### src/rtl/dslg_pkg.sv
// ----------------------------------------------------------------------------
// dslg_pkg
// shared types and constants of the decode skip level governor
// ----------------------------------------------------------------------------
`default_nettype none

package dslg_pkg;

  typedef logic [2:0] level_t;

  localparam level_t LEVEL_NONE    = 3'd0;
  localparam level_t LEVEL_DEFAULT = 3'd1;
  localparam level_t LEVEL_NONREF  = 3'd2;
  localparam level_t LEVEL_ALL     = 3'd5;

  localparam logic [2:0] EVAL_PERIOD = 3'd5;

  // capacity offsets of the filter and transform thresholds
  localparam logic signed [8:0] CAP_LO_OFFSET = 9'sd8;
  localparam logic signed [8:0] CAP_HI_OFFSET = 9'sd3;
  // queue trend limits
  localparam logic signed [8:0] RISE_LIMIT = 9'sd3;
  localparam logic signed [8:0] FALL_LIMIT = -9'sd2;

  typedef enum logic [2:0] {
    REG_LOW_THRESHOLD   = 3'd0,
    REG_HIGH_THRESHOLD  = 3'd1,
    REG_QUEUE_CAPACITY  = 3'd2,
    REG_ENABLE_FRAME    = 3'd3,
    REG_ENABLE_FILTER   = 3'd4,
    REG_ENABLE_TRANSFORM = 3'd5
  } cfg_reg_t;

  typedef struct packed {
    level_t frame_level;
    level_t filter_level;
    level_t transform_level;
    logic   evaluated;
  } result_t;

endpackage

`default_nettype wire

### src/rtl/decode_skip_level_governor_core.sv
// ----------------------------------------------------------------------------
// decode_skip_level_governor_core
// adjusts frame, loop filter and transform discard levels from queue occupancy
// ----------------------------------------------------------------------------
// usage:
//   item channel (item_valid / item_stall) carries one event per beat: cmd 0 is
//   a decoded frame with the current queue_level, cmd 1 is a seek flush.
//   result channel (result_valid / result_stall) returns one beat per item with
//   the three discard levels after that item and the evaluated flag.
//   every fifth decoded frame runs an evaluation against the thresholds.
//   an accepted item's result is registered in the output register; one item
//   per cycle is sustained while the receiver does not stall, the level state
//   updates in the accept cycle so the next item sees it at once.
//   when the receiver stalls, the result holds in the output register and one
//   more item lands in a skid register; item_stall rises only once that skid
//   register is full.
//   configuration is written through cfg_write / cfg_index / cfg_data; the user
//   writes it only while the block is idle, the block itself does not enforce this.
//   rst (synchronous) restores the register defaults, sets all levels to
//   default, clears period count and snapshot, and empties both result stages.
// ----------------------------------------------------------------------------
`default_nettype none

module decode_skip_level_governor_core
  import dslg_pkg::*;
#(
  parameter int QUEUE_DEPTH = 64
) (
  input  wire logic       clk,
  input  wire logic       rst,
  input  wire logic       cfg_write,
  input  wire logic [2:0] cfg_index,
  input  wire logic [6:0] cfg_data,
  input  wire logic       item_valid,
  output logic            item_stall,
  input  wire logic       cmd,
  input  wire logic [6:0] queue_level,
  output logic            result_valid,
  input  wire logic       result_stall,
  output level_t          frame_level,
  output level_t          filter_level,
  output level_t          transform_level,
  output logic            evaluated
);

  localparam logic [10:0] DEPTH_W = 11'(QUEUE_DEPTH);

  // configuration
  logic [6:0] low_threshold;
  logic [6:0] high_threshold;
  logic [6:0] queue_capacity;
  logic       enable_frame_adjust;
  logic       enable_filter_adjust;
  logic       enable_transform_adjust;

  // governor state
  logic [2:0] period_count;
  logic [6:0] level_snapshot;
  level_t     frame_discard;
  level_t     filter_discard;
  level_t     transform_discard;

  logic [2:0] period_count_next;
  logic [6:0] level_snapshot_next;
  level_t     frame_discard_next;
  level_t     filter_discard_next;
  level_t     transform_discard_next;

  // result stages
  result_t result_reg;
  result_t skid_reg;
  logic    skid_valid;
  result_t result_next;

  logic       accept;
  logic [6:0] q_sat;
  logic [2:0] count_inc;
  logic       eval_now;

  logic signed [8:0] q_s;
  logic signed [8:0] snap_s;
  logic signed [8:0] diff;
  logic signed [8:0] low_s;
  logic signed [8:0] high_s;
  logic signed [8:0] cap_lo;
  logic signed [8:0] cap_hi;

  logic frame_low_trig;
  logic frame_high_trig;
  logic cap_up_trig;
  logic cap_down_trig;

  level_t frame_step;
  level_t filter_step;
  level_t filter_after_frame;

  assign item_stall = skid_valid;
  assign accept     = item_valid && !item_stall;

  // queue level clamps at the queue depth
  assign q_sat = ({4'b0, queue_level} > DEPTH_W) ? DEPTH_W[6:0] : queue_level;

  assign count_inc = period_count + 3'd1;
  assign eval_now  = (count_inc >= EVAL_PERIOD);

  assign q_s    = $signed({2'b0, q_sat});
  assign snap_s = $signed({2'b0, level_snapshot});
  assign diff   = q_s - snap_s;
  assign low_s  = $signed({2'b0, low_threshold});
  assign high_s = $signed({2'b0, high_threshold});
  assign cap_lo = $signed({2'b0, queue_capacity}) - CAP_LO_OFFSET;
  assign cap_hi = $signed({2'b0, queue_capacity}) - CAP_HI_OFFSET;

  assign frame_low_trig  = (q_s < low_s) && (snap_s > 9'sd0) && (snap_s < low_s)
                           && (diff < RISE_LIMIT);
  assign frame_high_trig = !(q_s < low_s) && (q_s > high_s) && (snap_s > high_s)
                           && (diff > FALL_LIMIT);
  assign cap_up_trig     = (q_s < cap_lo) && (snap_s > 9'sd0) && (snap_s < cap_lo)
                           && (diff < RISE_LIMIT);
  assign cap_down_trig   = !(q_s < cap_lo) && (q_s > cap_hi) && (snap_s > cap_hi)
                           && (diff > FALL_LIMIT);

  // frame adjuster, may force the loop filter to all
  always_comb begin
    frame_step         = frame_discard;
    filter_after_frame = filter_discard;
    if (enable_frame_adjust) begin
      if (frame_low_trig) begin
        if (filter_discard < LEVEL_ALL && enable_filter_adjust) begin
          filter_after_frame = LEVEL_ALL;
        end else if (frame_discard < LEVEL_NONREF) begin
          frame_step = frame_discard + 3'd1;
        end
      end else if (frame_high_trig && frame_discard > LEVEL_DEFAULT) begin
        frame_step = frame_discard - 3'd1;
      end
    end
  end

  // capacity based adjusters see the levels left by the frame adjuster
  always_comb begin
    filter_step = filter_after_frame;
    if (enable_filter_adjust) begin
      if (cap_up_trig && filter_after_frame < LEVEL_ALL) begin
        filter_step = filter_after_frame + 3'd1;
      end else if (cap_down_trig && filter_after_frame > LEVEL_DEFAULT) begin
        filter_step = filter_after_frame - 3'd1;
      end
    end
  end

  always_comb begin
    period_count_next      = period_count;
    level_snapshot_next    = level_snapshot;
    frame_discard_next     = frame_discard;
    filter_discard_next    = filter_discard;
    transform_discard_next = transform_discard;
    result_next.evaluated  = 1'b0;
    if (cmd) begin
      frame_discard_next  = LEVEL_DEFAULT;
      filter_discard_next = LEVEL_DEFAULT;
    end else if (eval_now) begin
      period_count_next     = 3'd0;
      level_snapshot_next   = q_sat;
      frame_discard_next    = frame_step;
      filter_discard_next   = filter_step;
      result_next.evaluated = 1'b1;
      if (enable_transform_adjust) begin
        if (cap_up_trig && transform_discard < LEVEL_ALL) begin
          transform_discard_next = transform_discard + 3'd1;
        end else if (cap_down_trig && transform_discard > LEVEL_DEFAULT) begin
          transform_discard_next = transform_discard - 3'd1;
        end
      end
    end else begin
      period_count_next = count_inc;
    end
    result_next.frame_level     = frame_discard_next;
    result_next.filter_level    = filter_discard_next;
    result_next.transform_level = transform_discard_next;
  end

  // configuration registers
  always_ff @(posedge clk) begin
    if (rst) begin
      low_threshold           <= 7'd4;
      high_threshold          <= 7'd20;
      queue_capacity          <= 7'd30;
      enable_frame_adjust     <= 1'b1;
      enable_filter_adjust    <= 1'b1;
      enable_transform_adjust <= 1'b0;
    end else if (cfg_write) begin
      unique case (cfg_index)
        REG_LOW_THRESHOLD:    low_threshold           <= cfg_data;
        REG_HIGH_THRESHOLD:   high_threshold          <= cfg_data;
        REG_QUEUE_CAPACITY:   queue_capacity          <= cfg_data;
        REG_ENABLE_FRAME:     enable_frame_adjust     <= cfg_data[0];
        REG_ENABLE_FILTER:    enable_filter_adjust    <= cfg_data[0];
        REG_ENABLE_TRANSFORM: enable_transform_adjust <= cfg_data[0];
        default: ;
      endcase
    end
  end

  always_ff @(posedge clk) begin
    if (rst) begin
      period_count      <= 3'd0;
      level_snapshot    <= 7'd0;
      frame_discard     <= LEVEL_DEFAULT;
      filter_discard    <= LEVEL_DEFAULT;
      transform_discard <= LEVEL_DEFAULT;
    end else if (accept) begin
      period_count      <= period_count_next;
      level_snapshot    <= level_snapshot_next;
      frame_discard     <= frame_discard_next;
      filter_discard    <= filter_discard_next;
      transform_discard <= transform_discard_next;
    end
  end

  // output register with one skid entry behind it
  always_ff @(posedge clk) begin
    if (rst) begin
      result_valid <= 1'b0;
      skid_valid   <= 1'b0;
    end else if (!result_valid || !result_stall) begin
      if (skid_valid) begin
        result_valid <= 1'b1;
        skid_valid   <= 1'b0;
      end else begin
        result_valid <= accept;
      end
    end else if (accept) begin
      skid_valid <= 1'b1;
    end
  end

  always_ff @(posedge clk) begin
    if (!result_valid || !result_stall) begin
      if (skid_valid) begin
        result_reg <= skid_reg;
      end else if (accept) begin
        result_reg <= result_next;
      end
    end else if (accept) begin
      skid_reg <= result_next;
    end
  end

  assign frame_level     = result_reg.frame_level;
  assign filter_level    = result_reg.filter_level;
  assign transform_level = result_reg.transform_level;
  assign evaluated       = result_reg.evaluated;

endmodule

`default_nettype wire

### config.mk
export PLATFORM = sky130hd
export DESIGN_NAME = decode_skip_level_governor_core
export DESIGN_NICKNAME = d
export VERILOG_FILES = /design/src/rtl/dslg_pkg.sv /design/src/rtl/decode_skip_level_governor_core.sv
export SDC_FILE = /design/constraint.sdc
export NUM_CORES = 1
export LEC_CHECK = 0
export ABC_CLOCK_PERIOD_IN_PS = 5000
export CORE_AREA = 2 2 134 136
export DETAILED_ROUTE_END_ITERATION = 8
export DIE_AREA = 0 0 136 138
export DONT_BUFFER_PORTS = 1
export PLACE_DENSITY = 0.48
export SLEW_MARGIN = 40
export SYNTH_ARGS = -nofsm -noshare
export SYNTH_HDL_FRONTEND = slang
export SYNTH_SLANG_ARGS = --single-unit
### constraint.sdc
create_clock -name clk -period 5 [get_ports clk]
set_input_delay 1 -clock clk [delete_from_list [all_inputs] [get_ports clk]]
set_output_delay 1 -clock clk [all_outputs]
set_load 0.02 [all_outputs]
Word level (Yosys, flattened, before mapping)
Index checks and enable logic that the tools add are counted.

word-level totals
  bits in registers = 65
  logic and storage cells = 123
  input port bits = 23
  output and inout bits = 12

cells by class
  mux-type cells = 27
  equality and inequality tests = 5
  order comparisons = 20
  bitwise gates (word level) = 2
  reduce and logical (&&, ||, !) cells = 38
  $add $sub $neg = 10

operator list
  operator             number
  $mux 3               21
  $mux 10              2
  $logic_and 1x1->1    19
  $reduce_and 2->1     9
  $gt 8x8->1           2
  $lt 8x8->1           2
  $gt 7x7->1           2
  $lt 7x7->1           2
  $add 3x1->3 const B  4
  $gt 3x1->1 const B   3
  $lt 3x3->1 const B   3
  $sub 3x1->3 const B  3
  $gt 8x2->1 const B   1
  $lt 8x3->1 const B   1
  $sub 7x2->8 const B  1
  $sub 7x4->8 const B  1
  $sub 7x7->8          1
  $gt 7x1->1 const B   1
  $gt 7x7->1 const B   1
  $mux 7               1
  $eq 3x2->1 const B   2
  $eq 3x3->1 const B   2
  $logic_not 1->1      5
  $eq 3x1->1 const B   1
  9 further kinds      12

Longest topological paths before layout
Gate-level depths: netlist of the first run.

  depth in word-level cells = 17
  gate-level depth with buffers = 19
  mapped depth without buffers = 19

Least setup slack after synthesis of the first run
Ideal clock, no wire load.

  kind = input-to-reg
  start point = input port queue_level[6]
  end point = register skid_reg[6] in the netlist's numbering (data pin)
  required time = 4.848 ns
  buffers on the path = 1
  setup slack = 0.359 ns
  setup time = 0.152 ns
  stages on the path = 18
  data arrival time = 4.489 ns
  cell sequence = nand2b_1 > ha_1 > inv_1 > fa_1 > a211oi_2 > nor2_1 > a211oi_1 > and3_1 > a31oi_1 > or4_4 > and2_1 > inv_1 > ha_1 > inv_1 > o2bb2a_4 > buf_6 > or4_1 > a31oi_1

on the way
  word-level cells in the longest chain between the ends = 15
  elaborated cells between the ends (all ways) = 31
  classes of those cells = add/sub: 3; order compare: 8; mux: 8; reduce/logical: 12

ends and longest elaborated chain
  element                                               RTL line                                source
  from (decl)                                           decode_skip_level_governor_core.sv:37   input wire logic [6:0] queue_level,
  $gt 7x7->1                                            decode_skip_level_governor_core.sv:101  assign q_sat = ({4'b0, queue_level} > DEPTH_W) ? DEPTH_W[6:0] : queue_level;
  $mux 7 *                                              decode_skip_level_governor_core.sv:101
  branches (longest 10 deep; another with $sub 7x7->8)  n/a
  $mux 3 *                                              decode_skip_level_governor_core.sv:143  if (enable_filter_adjust) begin
  $mux 3 *                                              decode_skip_level_governor_core.sv:162  end else if (eval_now) begin
  $mux 3 *                                              decode_skip_level_governor_core.sv:159  if (cmd) begin
  net filter_discard_next[2]                            decode_skip_level_governor_core.sv:66   level_t filter_discard_next;
  to (signal assigned)                                  decode_skip_level_governor_core.sv:246  skid_reg <= result_next;
  to (decl)                                             decode_skip_level_governor_core.sv:71   result_t skid_reg;

Mark *: on every way through the listed nets, which the timed path passes.
A chain may end at the register's enable or synchronous reset.

Final worst setup path of the first run
Same ends and word-level chain as after synthesis.

==> flow_summary.toml, run 1 <==
[grt]
grt_max_degree = 38
grt_pass1_vias = 4318
grt_antenna_before_repair = 0
grt_pass1_wl_um = 22700
grtUsageTotal_pct = 15.3
gr-total-overflow = 0

[synth]
synth_edf_count = 20
yosys.area.top_type = "ha_1"
ys_types = 72
syn_area_per_cell_sq_um = 8.47
synth-warning-count = 0
yosysSeqAreaShare_pct = 29.3
ys_ff_latch = 65
ys_async_sr_fraction_pct = 0
synth_area_leaders = "ha_1 (18%), dfxtp_1 (18%), edfxtp_1 (12%), nand2_1 (4.3%), a21oi_1 (3.9%)"
ys.flop_type = "dfxtp_1"
syn_inst = 604
synth_top_area_share_pct = 17.8
synthesis.area_sq_um = 5120
synthTopCellsByCount = "ha_1 (73), nand2_1 (58), nor2_1 (53)"
synth_nets = 701
synth.most_common_cell = "ha_1"

[place]
hpwl_um = 10900
place_area_sq_um = 5460
placed_cells = 831
place_congestion = 0.854
port_buffers = 0
place_ws_ns = 0.193

[routing]
antenna_left = 0
routedWlPerCell_um = 16.5
dr.first_iter.drc_count = 349
routed_wl_um = 14000
vias = 4408
drcViolationCount = 0
firstDrtPassIters = 5
viasPerCell = 5.20

[flow_run]
maxCapViolations = 0

[worst_setup_path]
critPathMaxFanout = 12
required_ns = 5.17
path_class = "in2reg"
rr_startpoint = "level_snapshot[0]"
arrival_ns = 4.60
rr_worst_depth = 16
r2r_setup_slack_ns = 0.81
start_kind = "primary input"
timing.rr.end = "skid_reg[6]"
crit_path_end_kind = "flip-flop"

[finish]
finalNonFillerCells = 847
fin_nets = 710
largest_register_ffs = 10
seq_area_sq_um = 1500
drive_above_1_share_pct = 8.58
stdcell_area_sq_um = 5760
multi_input_area_sq_um = 3380
n_antenna_cell = 0
nFillCells = 1843
area_growth_pct = 12.5
fin_util_pct = 32.8

[floorplan]
io_pins = 35
core_sq_um = 17500
dieArea_sq_um = 18800
rows = 49
fp.dieH_um = 138
initial_utilization_pct = 29.2
die_w_um = 136

[min_path]
hp-start = "period_count[1]"
whs_endpoint = "period_count[1]"
worstHoldPathCells = 2
holdCritPathClass = "reg2reg"

[sta]
final-hold-violation-count = 0
tightest_slew_ns = 0.866
max_freq_mhz = 226
fin_skew_ns = 0.00646
rsz0062_at_grt = "no"
period_share_pct = 88.5
setup_ws_ns = 0.575
setup_viol = 0
slew_viol_final = 0
max_slew_margin_pct = 42.1
layout_min_cycle_time_ns = 4.43
final.setup.tns_ns = 0

[clocking]
cts.sinks = 65
ctsHoldBuffers = 0
clock-root-buffer = "clkbuf_16"
cts_resized = 0
htree_levels = 3
cts-buffers-inserted = 9
cts_setup_buffers = 0
insertion_delay_ns = 0.34
cts_tree = "yes"
cts_buffer_depth = 2
clk_pin_slew_ns = 0.06

[power]
p_leak_nw = 2.35
p_per_area_nw_per_um2 = 235
peakVddDrop_uv = 155

[outcome]
outcome = "complete, no violations"
## through the flow
stage | hold WS, ns | power (W)
6_report | 0.465 | 0.00135
5_1_grt | 0.495 | 0.00141
3_5_place_dp | 0.462 | 0.000722
3_3_place_gp | 0.455 | 0.000718
4_1_cts | 0.469 | 0.00137
2_1_floorplan | 0.445 | 0.000688
## how the worst max path moves through the flow
stage	start	endpoint	slack (ns)	depth (start not counted)
after floorplan	queue_level[6]	skid_reg[6]	0.36	18
after global placement	queue_level[6]	filter_level[1]	0.32	17
after detailed placement	queue_level[6]	skid_reg[6]	0.19	17
after CTS	queue_level[6]	skid_reg[6]	0.55	17
after global routing	queue_level[6]	filter_level[1]	0.31	17
final	queue_level[6]	skid_reg[6]	0.57	17
## kinds of logic (layout without fill, tap and decap cells)
kind of cell             Yosys count  count (layout)  synth area share (%)
XOR/XNOR                          16              16                  2.74
AND/OR/NAND/NOR                  225             225                  22.1
AO/OA/AOI/OAI                    141             141                  18.9
adder cells (fa/ha/maj)           74              74                  18.2
flip-flops                        65              65                  29.3
multiplexers                      20              20                  3.96
buffers and inverters             63              77                  4.79
## worst max-delay path: stages
cell      delay [ns]
nand2b_1        0.10
ha_1            0.17
inv_1           0.06
fa_1            0.41
a211oi_2        0.28
nor2_1          0.08
a211oi_1        0.26
and3_1          0.25
a31oi_1         0.18
or4_4           0.60
and2_1          0.19
inv_1           0.06
ha_1            0.13
inv_1           0.04
o2bb2a_4        0.22
or4_1           0.40
a31oi_1         0.17
## cell type report
class                   instances  share of cell area (%)
inverters                      45                    2.93
multi-input cells             476                    58.7
clock inverters                 3                   0.696
flip-flops and latches         65                    26.1
clock buffers                  13                    4.52
repair buffers                 16                    2.09
well taps                     229                    4.98
## cells in the final DEF (no fill, tap or decap), types with 8 or more instances in the layout
cell type  instances
nor2_1            52
mux2i_1           18
nand4_1            9
a21o_1             8
o21ai_0           21
nor2b_1           16
edfxtp_1          20
nand2b_1           8
buf_4             16
xnor2_1           11
a31oi_1           14
ha_1              73
o211ai_1          11
clkbuf_16          9
dfxtp_1           44
a21oi_1           39
nand2_1           58
nand3_1           21
and2_1             8
inv_1             45
nor3_1            17
## power breakdown
part           leakage [nW]  internal (W)  switching (W)  total (W)
Clock                 0.150      0.000412       0.000231   0.000643
Sequential            0.542      0.000554      0.0000140   0.000568
Combinational          1.66     0.0000590      0.0000840   0.000143
## metal layers
metal  track usage (%)  part of all wire, %  vias up
met1              19.6                   46     2057
met2              25.3                   48      109
li1                  -                    -     2219
met3              3.37                  3.9       23
met5                 0                    0        -
met4              5.59                  2.3        0
Power figures use the tool's default switching activity.
==> run 2: changes to the inputs <==
--- a/config.mk
+++ b/config.mk
@@ -5,10 +5,11 @@
 export SDC_FILE = /design/constraint.sdc
 export NUM_CORES = 1
 export LEC_CHECK = 0
-export ABC_CLOCK_PERIOD_IN_PS = 5000
-export CORE_AREA = 2 2 134 136
+export ABC_AREA = 1
+export ABC_CLOCK_PERIOD_IN_PS = 5040
+export CORE_AREA = 2 2 131 133
 export DETAILED_ROUTE_END_ITERATION = 8
-export DIE_AREA = 0 0 136 138
+export DIE_AREA = 0 0 133 135
 export DONT_BUFFER_PORTS = 1
 export PLACE_DENSITY = 0.48
 export SLEW_MARGIN = 40
==> constraint.sdc (replaced) <==
create_clock -name clk -period 5.04 [get_ports clk]
set_input_delay 1.008 -clock clk [delete_from_list [all_inputs] [get_ports clk]]
set_output_delay 1.008 -clock clk [all_outputs]
set_load 0.02 [all_outputs]
==> flow_summary.toml, run 2 <==
[flow_run]
maxCapViolations = 0

[outcome]
outcome = "complete, no violations"

[worst_setup_path]
rr_startpoint = "queue_capacity[0]"
required_ns = 5.10
arrival_ns = 3.98
r2r_setup_slack_ns = 1.66
timing.rr.end = "transform_level[1]"
crit_end = "filter_level[1]"
cpPeakStageDelay_ns = 0.39
crit_buf_inv = 2
rr_worst_depth = 21
cp_top_family = "simple AND/OR/NAND/NOR gates"
crit_cells = 22
critPathSlowestCell = "nor2_1"
crit_path_frequent_cell = "nand3_1"
startpoint = "queue_level[0]"
start_kind = "primary input"
critPathMaxFanout = 6
crit_path_end_kind = "flip-flop"
path_class = "in2reg"
path_cells = "nor2_1 -> nand3_1 -> nand2_1 -> inv_1 -> nor2_1 -> ha_1 -> a21oi_1 -> nand3_2 -> nand2_2 -> nand2_2 -> nand3_2 -> nand2_2 -> nand3_1 -> inv_1 -> or2_2 -> ha_1 -> nand3_1 -> o21ai_0 -> nand2_1 -> nand3_1 -> nand2_1 -> o21ai_1"

[synth]
ys_async_sr_fraction_pct = 0
ys_types = 45
synthTopCellsByCount = "nand2_1 (132), inv_1 (105), ha_1 (73)"
synth_area_leaders = "ha_1 (19%), dfxtp_1 (18%), edfxtp_1 (12%), nand2_1 (10%), inv_1 (8.1%)"
synth_edf_count = 20
synth_nets = 762
yosys.area.top_type = "ha_1"
synth-warning-count = 0
yosysSeqAreaShare_pct = 30.7
syn_area_per_cell_sq_um = 7.36
synth_top_area_share_pct = 18.7
syn_inst = 665
synthesis.area_sq_um = 4890
ys_ff_latch = 65
synth.most_common_cell = "nand2_1"
ys.flop_type = "dfxtp_1"

[routing]
vias = 4259
firstDrtPassIters = 4
drcViolationCount = 0
viasPerCell = 4.77
antenna_left = 0
routed_wl_um = 12600
dr.first_iter.drc_count = 239
routedWlPerCell_um = 14.1

[power]
total_power_w = 0.00151
peakVddDrop_uv = 171
p_leak_nw = 2.56
p_per_area_nw_per_um2 = 275

[grt]
grt_pass1_vias = 4131
grt_max_degree = 36
gr-total-overflow = 0
grt_pass1_wl_um = 20900
grt_antenna_before_repair = 0
grtUsageTotal_pct = 14.9

[sta]
rsz0062_at_grt = "no"
max_slew_margin_pct = 49.8
slew_viol_final = 0
final.setup.tns_ns = 0
tightest_slew_ns = 0.750
period_share_pct = 77.8
max_freq_mhz = 255
final-hold-violation-count = 0
fin_skew_ns = 0.00536
setup_viol = 0
layout_min_cycle_time_ns = 3.92

[finish]
layout_commonest_cell = "nand2_1"
fin_nets = 765
drive_above_1_share_pct = 6.98
stdcell_area_sq_um = 5500
area_growth_pct = 12.4
seq_area_sq_um = 1500
multi_input_area_sq_um = 2950
final_cell_mix = "nand2_1 (132), inv_1 (104), ha_1 (73)"
finalNonFillerCells = 893
nFillCells = 1731
largest_register_ffs = 10
n_antenna_cell = 0

[clocking]
cts.sinks = 65
cts_buffer_depth = 2
clk_pin_slew_ns = 0.06
cts_resized = 0
htree_levels = 3
insertion_delay_ns = 0.34
ctsHoldBuffers = 0
cts_setup_buffers = 0
clock-root-buffer = "clkbuf_16"
cts_tree = "yes"
cts-buffers-inserted = 9

[place]
placed_cells = 877
place_area_sq_um = 5160
place_congestion = 0.856
hpwl_um = 9870
port_buffers = 0

[floorplan]
core_sq_um = 16400
dieArea_sq_um = 18000
die_w_um = 133
fp.dieH_um = 135
initial_utilization_pct = 29.8
rows = 47
io_pins = 35

[min_path]
holdCritPathClass = "reg2reg"
run 2: cell types whose count changed after synthesis, moves of 11 or more:
cell / previous run / this run
nand2_1: 58 / 132
mux2i_1: 18 / 0
nor3_1: 17 / 6
o21ai_0: 21 / 46
a21oi_1: 40 / 59
inv_1: 45 / 105
nor2b_1: 16 / 0
run 2: layout make-up:
type	count	share of cell area, %
clock buffer	9	4.09
clock inverter	7	2.14
tap	220	5.00
timing repair buffer	4	0.546
inverter	106	7.23
multi-input combinational	482	53.7
sequential	65	27.3
run 2: how the worst min path moves through the flow:
stage | cells after the start | slack, ns | to | start
after floorplan | 2 | 0.46 | high_threshold[6] | high_threshold[6]
after global placement | 2 | 0.48 | period_count[2] | period_count[2]
after detailed placement | 2 | 0.48 | period_count[2] | period_count[2]
after CTS | 2 | 0.49 | period_count[2] | period_count[2]
after global routing | 2 | 0.51 | period_count[2] | period_count[2]
final | 2 | 0.49 | period_count[2] | period_count[2]
run 2: power breakdown:
group	switching (W)	internal [W]
clock	0.000244	0.000483
sequential	0.0000241	0.000563
combinational	0.000126	0.0000721
run 2: worst register-to-register path, cell delays in order, from the launching register on:
cell and delay (ns):
dfxtp_1 0.39, inv_1 0.15, o21ai_0 0.32, nand2_1 0.16
o21ai_0 0.38, ha_1 0.33, nand2_1 0.08, inv_1 0.04
nand4_1 0.06, o32ai_1 0.08, a21oi_1 0.13, nand2_1 0.08
nand2_1 0.10, nand2_1 0.10, inv_1 0.10, nand2_1 0.12
nand2_1 0.09, nand2_1 0.05, o21bai_1 0.12, o21ai_1 0.13
nand2_1 0.09, nand2_1 0.06
run 2: routing by layer:
metal	routed length (um)	GRT usage, %	vias to the layer above
li1	-	-	2216
met1	5750	18.1	1952
met2	6170	26.1	83
met3	537	3.83	8
met4	117	3.94	0
met5	0	0	-
run 2: cells by family after synthesis:
family                   synth area share [%]
AND/OR/NAND/NOR                          23.0
flip-flops                               30.7
AO/OA/AOI/OAI                            16.3
XOR/XNOR                                 1.76
adder cells (fa/ha/maj)                  19.1
buffers and inverters                    9.08
run 2: stage by stage:
stage                     worst slack, ns  util (%)  hold WS, ns
after floorplan                      1.28         -        0.458
after global placement              0.934      31.4        0.480
after detailed placement            0.775      31.4        0.482
after CTS                            1.13      33.5        0.492
after global routing                0.776      33.5        0.512
final                                1.12      33.5        0.489
